**src/rtl/rqsi_pkg.sv**
```systemverilog
// Shared types, codes and defaults for the ring queue with sorted insert.
package rqsi_pkg;

  localparam int DEPTH_DEF = 16;

  localparam int CAP_W = 5;
  localparam int CFG_IDX_W = 1;
  localparam int CFG_DATA_W = 5;
  localparam int TAG_W = 32;
  localparam int SIZE_W = 48;
  localparam int OCC_W = 5;

  localparam logic [CAP_W-1:0] CAP_RESET = 5'd16;

  localparam logic [CFG_IDX_W-1:0] CFG_CAPACITY = 1'b0;
  localparam logic [CFG_IDX_W-1:0] CFG_SHORTEST = 1'b1;

  localparam logic KIND_GET = 1'b1;

  typedef enum logic [1:0] {
    ST_DONE  = 2'd0,
    ST_FULL  = 2'd1,
    ST_EMPTY = 2'd2
  } status_t;

  typedef struct packed {
    logic [TAG_W-1:0]  tag;
    logic [SIZE_W-1:0] size;
  } entry_t;

  typedef struct packed {
    logic load;
    logic rd_en;
    logic rd_head;
    logic wr_new;
    logic move;
    logic take;
    logic set_full;
    logic set_empty;
    logic out_load;
  } cmd_t;

  typedef struct packed {
    logic is_get;
    logic full;
    logic empty;
    logic at_head;
    logic sorted;
    logic new_ge;
    logic out_free;
  } stat_t;

endpackage

```
**src/rtl/ring_queue_with_sorted_insert_top.sv**
```systemverilog
// Top level of the ring queue of request descriptors with sorted insert.
//
//   Channel   Direction  Handshake            Payload
//   in_       request    in_valid/in_ready    kind, item_tag, item_size
//   out_      result     out_valid/out_ready  status, tag, size, occupancy
//   cfg_      write      cfg_we               cfg_index, cfg_wdata
//
// From acceptance, a stored or rejected put and a get on an empty queue pass S_CHK and
// then S_RESP for the result load; a get that returns an entry also passes S_GET_DATA.
// A sorted put that is not at the head alternates S_PUT_CMP and S_PUT_STEP, comparing with
// the entry ahead and moving it for each entry it passes, until it stops or reaches the head;
// in_ready returns once the result is loaded, so no new request is taken before then.
// Reset is synchronous and needs no clearing pass; slot contents stay unset.
// A result waiting at the output stalls only the final load of the next request.
module ring_queue_with_sorted_insert_top
  import rqsi_pkg::*;
#(
  parameter int DEPTH = DEPTH_DEF
) (
  input  logic                  clk,
  input  logic                  rst_n,
  input  logic                  in_valid,
  output logic                  in_ready,
  input  logic                  in_kind,
  input  logic [TAG_W-1:0]      in_item_tag,
  input  logic [SIZE_W-1:0]     in_item_size,
  output logic                  out_valid,
  input  logic                  out_ready,
  output logic [1:0]            out_status,
  output logic [TAG_W-1:0]      out_tag,
  output logic [SIZE_W-1:0]     out_size,
  output logic [OCC_W-1:0]      out_occupancy,
  input  logic                  cfg_we,
  input  logic [CFG_IDX_W-1:0]  cfg_index,
  input  logic [CFG_DATA_W-1:0] cfg_wdata
);

  cmd_t  cmd;
  stat_t stat;

  rqsi_ctrl u_ctrl (
    .clk      (clk),
    .rst_n    (rst_n),
    .in_valid (in_valid),
    .in_ready (in_ready),
    .stat     (stat),
    .cmd      (cmd)
  );

  rqsi_dp #(
    .DEPTH (DEPTH)
  ) u_dp (
    .clk           (clk),
    .rst_n         (rst_n),
    .in_kind       (in_kind),
    .in_item_tag   (in_item_tag),
    .in_item_size  (in_item_size),
    .cfg_we        (cfg_we),
    .cfg_index     (cfg_index),
    .cfg_wdata     (cfg_wdata),
    .out_ready     (out_ready),
    .out_valid     (out_valid),
    .out_status    (out_status),
    .out_tag       (out_tag),
    .out_size      (out_size),
    .out_occupancy (out_occupancy),
    .cmd           (cmd),
    .stat          (stat)
  );

endmodule

```
**src/rtl/rqsi_ctrl.sv**
```systemverilog
// Sequencing state machine for puts, sorted insertion steps and gets.
module rqsi_ctrl
  import rqsi_pkg::*;
(
  input  logic  clk,
  input  logic  rst_n,
  input  logic  in_valid,
  output logic  in_ready,
  input  stat_t stat,
  output cmd_t  cmd
);

  typedef enum logic [5:0] {
    S_IDLE     = 6'b000001,
    S_CHK      = 6'b000010,
    S_PUT_STEP = 6'b000100,
    S_PUT_CMP  = 6'b001000,
    S_GET_DATA = 6'b010000,
    S_RESP     = 6'b100000
  } state_t;

  state_t state_r, state_nxt;

  always_ff @(posedge clk) begin
    if (!rst_n) begin
      state_r <= S_IDLE;
    end else begin
      state_r <= state_nxt;
    end
  end

  assign in_ready = (state_r == S_IDLE);

  always_comb begin
    cmd = '0;
    state_nxt = state_r;
    case (state_r)
      S_IDLE: begin
        if (in_valid) begin
          cmd.load = 1'b1;
          state_nxt = S_CHK;
        end
      end
      S_CHK: begin
        if (stat.is_get) begin
          if (stat.empty) begin
            cmd.set_empty = 1'b1;
            state_nxt = S_RESP;
          end else begin
            cmd.rd_en = 1'b1;
            cmd.rd_head = 1'b1;
            state_nxt = S_GET_DATA;
          end
        end else if (stat.full) begin
          cmd.set_full = 1'b1;
          state_nxt = S_RESP;
        end else if (!stat.sorted || stat.at_head) begin
          cmd.wr_new = 1'b1;
          state_nxt = S_RESP;
        end else begin
          cmd.rd_en = 1'b1;
          state_nxt = S_PUT_CMP;
        end
      end
      S_PUT_STEP: begin
        if (stat.at_head) begin
          cmd.wr_new = 1'b1;
          state_nxt = S_RESP;
        end else begin
          cmd.rd_en = 1'b1;
          state_nxt = S_PUT_CMP;
        end
      end
      S_PUT_CMP: begin
        if (stat.new_ge) begin
          cmd.wr_new = 1'b1;
          state_nxt = S_RESP;
        end else begin
          cmd.move = 1'b1;
          state_nxt = S_PUT_STEP;
        end
      end
      S_GET_DATA: begin
        cmd.take = 1'b1;
        state_nxt = S_RESP;
      end
      S_RESP: begin
        if (stat.out_free) begin
          cmd.out_load = 1'b1;
          state_nxt = S_IDLE;
        end
      end
      default: begin
        state_nxt = S_IDLE;
      end
    endcase
  end

endmodule

```
**src/rtl/rqsi_dp.sv**
```systemverilog
// Datapath: slot memory, ring pointers, configuration and result registers.
module rqsi_dp
  import rqsi_pkg::*;
#(
  parameter int DEPTH = DEPTH_DEF
) (
  input  logic                  clk,
  input  logic                  rst_n,
  input  logic                  in_kind,
  input  logic [TAG_W-1:0]      in_item_tag,
  input  logic [SIZE_W-1:0]     in_item_size,
  input  logic                  cfg_we,
  input  logic [CFG_IDX_W-1:0]  cfg_index,
  input  logic [CFG_DATA_W-1:0] cfg_wdata,
  input  logic                  out_ready,
  output logic                  out_valid,
  output logic [1:0]            out_status,
  output logic [TAG_W-1:0]      out_tag,
  output logic [SIZE_W-1:0]     out_size,
  output logic [OCC_W-1:0]      out_occupancy,
  input  cmd_t                  cmd,
  output stat_t                 stat
);

  localparam int IW = $clog2(DEPTH);
  localparam int CW = $clog2(DEPTH + 1);
  localparam int EW = (CW > CAP_W) ? CW : CAP_W;

  entry_t mem [DEPTH];

  logic [CAP_W-1:0]  cap_r;
  logic              sf_r;
  logic [IW-1:0]     head_r, tail_r, j_r;
  logic [CW-1:0]     cnt_r;
  logic              kind_r;
  entry_t            new_r;
  entry_t            rd_r;
  status_t           res_status_r;
  entry_t            res_r;
  logic              out_valid_r;
  status_t           out_status_r;
  entry_t            out_r;
  logic [OCC_W-1:0]  out_occ_r;

  logic [EW-1:0] eff_cap, cap_ext, depth_ext, cnt_ext, occ_ext;
  logic [IW-1:0] head_inc, tail_inc, j_dec, rd_addr;
  logic          bad;
  logic          wr_en;
  entry_t        wr_data;

  assign cap_ext   = EW'(cap_r);
  assign depth_ext = EW'(DEPTH);
  assign eff_cap   = (cap_r == '0) ? EW'(1) :
                     ((cap_ext > depth_ext) ? depth_ext : cap_ext);
  assign cnt_ext   = EW'(cnt_r);

  assign bad = (EW'(head_r) >= eff_cap) || (EW'(tail_r) >= eff_cap) ||
               (cnt_ext > eff_cap);

  assign head_inc = ((EW'(head_r) + EW'(1)) == eff_cap) ? '0 : head_r + IW'(1);
  assign tail_inc = ((EW'(tail_r) + EW'(1)) == eff_cap) ? '0 : tail_r + IW'(1);
  assign j_dec    = (j_r == '0) ? IW'(eff_cap - EW'(1)) : j_r - IW'(1);
  assign rd_addr  = cmd.rd_head ? head_r : j_dec;

  assign wr_en   = cmd.wr_new || cmd.move;
  assign wr_data = cmd.move ? rd_r : new_r;

  always_ff @(posedge clk) begin
    if (wr_en) begin
      mem[j_r] <= wr_data;
    end
    if (cmd.rd_en) begin
      rd_r <= mem[rd_addr];
    end
  end

  always_ff @(posedge clk) begin
    if (cmd.load) begin
      kind_r   <= in_kind;
      new_r.tag  <= in_item_tag;
      new_r.size <= in_item_size;
    end
    if (cmd.wr_new || cmd.set_full) begin
      res_r <= '0;
    end else if (cmd.set_empty) begin
      res_r <= '0;
    end else if (cmd.take) begin
      res_r <= rd_r;
    end
    if (cmd.wr_new || cmd.take) begin
      res_status_r <= ST_DONE;
    end else if (cmd.set_full) begin
      res_status_r <= ST_FULL;
    end else if (cmd.set_empty) begin
      res_status_r <= ST_EMPTY;
    end
    if (cmd.out_load) begin
      out_status_r <= res_status_r;
      out_r        <= res_r;
      out_occ_r    <= occ_ext[OCC_W-1:0];
    end
  end

  assign occ_ext = cnt_ext;

  always_ff @(posedge clk) begin
    if (!rst_n) begin
      cap_r       <= CAP_RESET;
      sf_r        <= 1'b0;
      head_r      <= '0;
      tail_r      <= '0;
      cnt_r       <= '0;
      j_r         <= '0;
      out_valid_r <= 1'b0;
    end else begin
      if (cmd.load) begin
        if (bad) begin
          head_r <= '0;
          tail_r <= '0;
          cnt_r  <= '0;
          j_r    <= '0;
        end else begin
          j_r <= tail_r;
        end
      end
      if (cmd.move) begin
        j_r <= j_dec;
      end
      if (cmd.wr_new) begin
        tail_r <= tail_inc;
        cnt_r  <= cnt_r + CW'(1);
      end
      if (cmd.take) begin
        head_r <= head_inc;
        cnt_r  <= cnt_r - CW'(1);
      end
      if (cmd.out_load) begin
        out_valid_r <= 1'b1;
      end else if (out_ready) begin
        out_valid_r <= 1'b0;
      end
      if (cfg_we) begin
        case (cfg_index)
          CFG_CAPACITY: begin
            cap_r  <= cfg_wdata[CAP_W-1:0];
            head_r <= '0;
            tail_r <= '0;
            cnt_r  <= '0;
          end
          CFG_SHORTEST: begin
            sf_r <= cfg_wdata[0];
          end
          default: begin
          end
        endcase
      end
    end
  end

  assign stat.is_get   = (kind_r == KIND_GET);
  assign stat.full     = (cnt_ext >= eff_cap);
  assign stat.empty    = (cnt_r == '0);
  assign stat.at_head  = (j_r == head_r);
  assign stat.sorted   = sf_r;
  assign stat.new_ge   = (new_r.size >= rd_r.size);
  assign stat.out_free = !out_valid_r || out_ready;

  assign out_valid     = out_valid_r;
  assign out_status    = out_status_r;
  assign out_tag       = out_r.tag;
  assign out_size      = out_r.size;
  assign out_occupancy = out_occ_r;

endmodule
```
**config.mk**
```make
export PLATFORM = sky130hd
export DESIGN_NAME = ring_queue_with_sorted_insert_top
export DESIGN_NICKNAME = d
export VERILOG_FILES = /design/src/rtl/rqsi_pkg.sv /design/src/rtl/ring_queue_with_sorted_insert_top.sv /design/src/rtl/rqsi_ctrl.sv /design/src/rtl/rqsi_dp.sv
export SDC_FILE = /design/constraint.sdc
export NUM_CORES = 2
export LEC_CHECK = 0
export ABC_AREA = 1
export BUFFER_PORTS_ARGS = -buffer_cell sky130_fd_sc_hd__buf_4
export CAP_MARGIN = 20
export CORE_MARGIN = 2
export CORE_UTILIZATION = 60
export DETAILED_ROUTE_END_ITERATION = 8
export HOLD_SLACK_MARGIN = 0.05
export PLACE_DENSITY = 0.81
export SYNTH_ARGS = -nofsm -noshare
export SYNTH_HDL_FRONTEND = slang
export SYNTH_SLANG_ARGS = --single-unit
export TNS_END_PERCENT = 100
```
**constraint.sdc**
```tcl
create_clock -name clk -period 13.5 [get_ports clk]
set_input_delay 1.35 -clock clk [delete_from_list [all_inputs] [get_ports clk]]
set_output_delay 1.35 -clock clk [all_outputs]
set_load 0.02 [all_outputs]
```
Word-level counts from Yosys, hierarchy flattened

Memories as Yosys holds them, arrays and structs flattened. A register that Yosys moved wholly into a read port is not among the register bits.
Index checks and enable logic that the tools add are counted.

Logic and storage cells: 132
Output and inout port bits: 89
Memories: 1
Memory bits (writable): 1280
Bits of input ports: 92
Flip-flop bits (word level): 280

Memories:

| name     | depth | bits a word | read ports | clocked after Yosys merged registers in | write ports | RTL line      | text |
|---|---|---|---|---|---|---|---|
| u_dp.mem | 16    | 80          | 1          | 1                                       | 1           | rqsi_dp.sv:29 | `entry_t mem [DEPTH];` |

Equal/unequal tests: 11
Add/subtract/negate cells: 8
Mux-type cells: 66
Magnitude comparators: 6
Bitwise logic cells: 1
Reduce and logical (&&, ||, !) cells: 20

Operators by type and width:

| kind                | count |
|---|---|
| $mux 80             | 1 |
| $mux 4              | 16 |
| $ge 48x48->1        | 1 |
| $mux 6              | 8 |
| $mux 5              | 8 |
| $pmux 6 s6          | 1 |
| $mux 1              | 28 |
| $add 4x1->5 const B | 2 |
| $eq 5x5->1          | 2 |
| $ge 4x5->1          | 2 |
| $logic_not 5->1     | 2 |
| $add 4x1->4 const B | 2 |
| $sub 4x1->4 const B | 2 |
| $logic_or 1x1->1    | 7 |
| $eq 6x1->1 const B  | 1 |
| $eq 6x2->1 const B  | 1 |
| $eq 6x3->1 const B  | 1 |
| $eq 6x4->1 const B  | 1 |
| $eq 6x5->1 const B  | 1 |
| $eq 6x6->1 const B  | 1 |
| $reduce_and 2->1    | 3 |
| $reduce_bool 2->1   | 3 |
| $add 5x1->5 const B | 1 |
| $ge 5x5->1          | 1 |
| other kinds (12)    | 16 |

Depth between registers and ports, before layout

Word-level depth: 12
Mapped depth: 19
Depth with buffers taken out: 19

By module

From an unflattened synthesis, not the netlist that was laid out.

Cells, all modules: 6601
Area, all modules: 70726.6 sq um

Modules (own cells, without submodules):

| module    | sequential area each (sq um) | cells an instance | times used | area each (sq um) |
|---|---|---|---|---|
| rqsi_dp   | 48006.0                      | 6526              | 1          | 70279.9 |
| rqsi_ctrl | 120.1                        | 75                | 1          | 446.7 |

Worst setup path before layout

OpenSTA, ideal clock, no wires.

Kind: input port to flip-flop
From: input port out_ready
To: register u_dp.out_occ_r[0], in the netlist u_dp.out_occupancy[0] (enable)
Slack: 3168 ps
Arrival time: 9585 ps
Data required time: 12753 ps
Stages on the path: 2
Library setup time: 747 ps
Path buffers: 0
Cell sequence: nor2_1 nor4_1

RTL lines:

| item                   | RTL line                                | text |
|---|---|---|
| start: declaration     | ring_queue_with_sorted_insert_top.sv:28 | `input logic out_ready,` |
| end signal: assignment | rqsi_dp.sv:100                          | `out_occ_r <= occ_ext[OCC_W-1:0];` |
| end: declaration       | rqsi_dp.sv:43                           | `logic [OCC_W-1:0] out_occ_r;` |

Final worst setup path

From: register u_dp.cnt_r[0], in the netlist u_dp.cnt_ext[0]
To: register u_dp.rd_r[26] (netlist name)

Longest elaborated chain between the ends: 5
Elaborated cells between the ends (all ways): 9
Classes of those cells: order compare: 1; mux: 7; reduce/logical: 1

Ends and longest elaborated chain:

| item                                               | RTL line       | text |
|---|---|---|
| start: declaration                                 | rqsi_dp.sv:34  | `logic [CW-1:0] cnt_r;` |
| start signal: assignment                           | rqsi_dp.sv:131 | `cnt_r <= cnt_r + CW'(1);` |
| start signal: assignment                           | rqsi_dp.sv:135 | `cnt_r <= cnt_r - CW'(1);` |
| branches (longest 5 deep; another with $ge 5x5->1) | -              |  |

Several ways; the timed one is not identified.
A chain may end at the register's enable or synchronous reset.

==> impl_metrics.tcl <==
set metrics [dict create \
    fillCellCount 7291 \
    core_mm2 0.111 \
    setup_viol 0 \
    pwr-share-comb 0.077 \
    synth.distinct_cells 43 \
    post_cts_buffers 0 \
    fin_tns_setup_ps 0 \
    synthesis.area_mm2 0.0672 \
    p_leak_nw 27.6 \
    globalRoute.totalOverflow 0 \
    async_reset_ff_frac 0 \
    htree_levels 4 \
    clk_pin_slew_ps 60 \
    swShare 0.231 \
    layout_min_cycle_time_ps 5460 \
    grt_pass1_wl_um 254000 \
    cts_resized 0 \
    crit_arrival_ps 5980 \
    postPlaceCellArea_mm2 0.0699 \
    wire_per_inst_um 23.1 \
    slowest_stage "buf_4" \
    period_share 0.404 \
    ys_ff_latch 1640 \
    powerDensity_mw_per_mm2 144 \
    max_stage_delay_ps 870 \
    drt-initial-drc-count 6532 \
    fmax_mhz 183 \
    max-cap-violations 0 \
    num_antenna_cells 0 \
    end_kind "flip-flop" \
    place_congestion 0.862 \
    p_switching_mw 2.49 \
    run_status "finished clean" \
    peakVddDrop_uv 139 \
    synth-edff-count 1528 \
    ant_nets 0 \
    die-width_um 339 \
    grt_pass1_vias 43500 \
    final_common_cell "edfxtp_1" \
    remaining_drc_errors 0 \
    clkPwrFrac 0.398 \
    clock-sinks 1640 \
    startpoint "u_dp.cnt_ext[0]" \
    pwr-share-seq 0.524 \
    cts-root-buf "clkbuf_16" \
    ys_warn_count 0 \
    rsz0062_at_grt "false" \
    ys.flop_type "edfxtp_1" \
    vias 44800 \
    min_from "u_dp.res_r[16]" \
    start_kind "flip-flop" \
    yosysTopAreaCell "edfxtp_1" \
    critPathMaxFanout 248 \
    crit_chain "inv_1 > ha_1 > nand4_2 > nand2_2 > nor2_4 > inv_2 > nand2_8 > nand2_8 > buf_12 > buf_4 > nand2_1 > o211ai_1 > nand3_1 > nand3_1 > nand2_1" \
    die_height_um 339 \
    insertion_delay_ps 790 \
    antenna_found_initial 1 \
    start_util 0.606 \
    reg2reg_from "u_dp.cnt_ext[0]" \
    worstSetupPathType "reg -> reg" \
    synthDominantCellAreaShare 0.683 \
    max_slew.worst_pin.slew_ps 1220 \
    slew_headroom 0.184 \
    dieArea_mm2 0.115 \
    clk_path_buf_depth 3 \
    hp-class "reg -> reg" \
    areaGrowthSynthToFinish_pct 11.7 \
    synth_area_per_cell_um2 11.9 \
    rows 122 \
    grt_max_degree 259 \
    hold_viol_final 0 \
    final_nets 5906 \
    drt_first_pass_iters 6 \
    hpwlAfterDp_um 83500 \
    p_int_mw 8.28 \
    drt-total-wl_um 170000 \
    tritoncts "yes" \
    avgViaCountPerCell 6.08 \
    syn_inst 5625 \
    grt_use_total 0.292 \
    pin_count 181 \
    finClkSkew_ps 45.0 \
    seq_area_frac_synth 0.717 \
    maxSlewViolCount 0 \
    layout_common_cells "edfxtp_1, nand2_1, nand3_1" \
    required_ps 14020 \
    numCtsBuffers 160 \
    syn_nets 5783 \
    synth_area_leaders "edfxtp_1, nand2_1, o211ai_1, nand3_1, inv_1" \
    cts_hold_buf 0 \
    drive_gt1_frac 0.0965 \
    io_buffers 180 \
    finalInstanceArea_mm2 0.0750 \
]
-- power by group through the flow --
stage / clock (mW) / combinational, mW / sequential [mW]
6_report: 4.29 / 0.833 / 5.65
5_1_grt: 4.51 / 0.902 / 5.65
4_1_cts: 4.31 / 0.816 / 5.65
3_5_place_dp: 0 / 0.804 / 5.75
3_3_place_gp: 0 / 0.780 / 5.75
2_1_floorplan: 0 / 0.545 / 5.75
-- sequential cells by signal, summed over array words and instances (netlist names) --
name,flops
u_ctrl.state_r,6
u_dp.cap_ext,5
u_dp.cnt_ext,5
u_dp.head_r,4
u_dp.j_r,4
u_dp.kind_r,1
u_dp.mem,1280
u_dp.new_r,80
u_dp.out_occupancy,5
u_dp.out_size,48
u_dp.out_status,2
u_dp.out_tag,32
u_dp.out_valid,1
u_dp.rd_r,80
u_dp.res_r,80
u_dp.res_status_r,2
u_dp.sf_r,1
u_dp.tail_r,4
-- cells by family (layout without fill, tap and decap cells) --
group	Yosys count	in the layout	synth area share
AOI/OAI and AO/OA	693	693	0.0703
and+or+nand+nor	2264	2264	0.141
xor gates and xnor gates	17	17	0.00222
buffers and inverters	945	1197	0.0572
adders and majority gates	66	66	0.0123
DFF	1640	1640	0.717
-- worst paths after layout --
check / end / slack [ps] / depth (start not counted)
max reg2reg: u_dp.rd_r[26] / 8040 / 15
max: u_dp.rd_r[26] / 8040 / 15
min: u_dp.out_size[16] / 420 / 0
min reg2reg: u_dp.out_size[16] / 420 / 0
-- critical path, delay by kind of cell, from the launching register on --
family	cells	cell delay [ps]
compound gates	1	180
simple gates	9	2110
flops	1	370
buf+inv	4	1990
fa+ha+maj	1	210
-- area by class of cell --
type                            instances  area [um^2]  area share
Clock inverter                         80          649     0.00865
Timing Repair Buffer                  289         2280      0.0304
Sequential cell                      1640        48100       0.641
Multi-Input combinational cell       3040        15400       0.205
Tap cell                             1488         1860      0.0248
Inverter                              617         2340      0.0312
Clock buffer                          211         4380      0.0584
-- stage by stage --
| step | power, mW | std cells | worst slack [ps] | hold slack, ps | utilization |
|---|---|---|---|---|---|
| floorplan | 6.30 | 5625 | 3170 | 403 | - |
| global placement | 6.53 | 7065 | 7980 | 409 | 0.631 |
| detailed placement | 6.56 | 7066 | 7780 | 410 | 0.631 |
| CTS | 10.8 | 7357 | 7730 | 422 | 0.676 |
| global route | 11.1 | 7365 | 7740 | 437 | 0.677 |
| finish | 10.8 | 7365 | 8040 | 421 | 0.677 |
-- Yosys cell counts, drive strengths merged (2+ instances only) --
library cell and instances:
a21o 3, a21oi 80, a31oi 3, buf 228, clkbuf 100, clkinv 2
dfxtp 112, edfxtp 1528, ha 66, inv 615, nand2 1424, nand3 678
nand4 18, nor2 125, nor3 10, nor4 4, o211ai 483, o21ai 120
or2 2, xnor2 9, xor2 8
-- metal layers --
layer,vias up,share of wire,track usage,routed length [um]
met2,2967,0.47,0.464,80100
li1,20000,-,-,-
met4,0,0.044,0.137,7510
met5,-,0,0,0
met3,458,0.13,0.0618,21700
met1,21400,0.36,0.388,60900
Power figures use the tool's default switching activity.
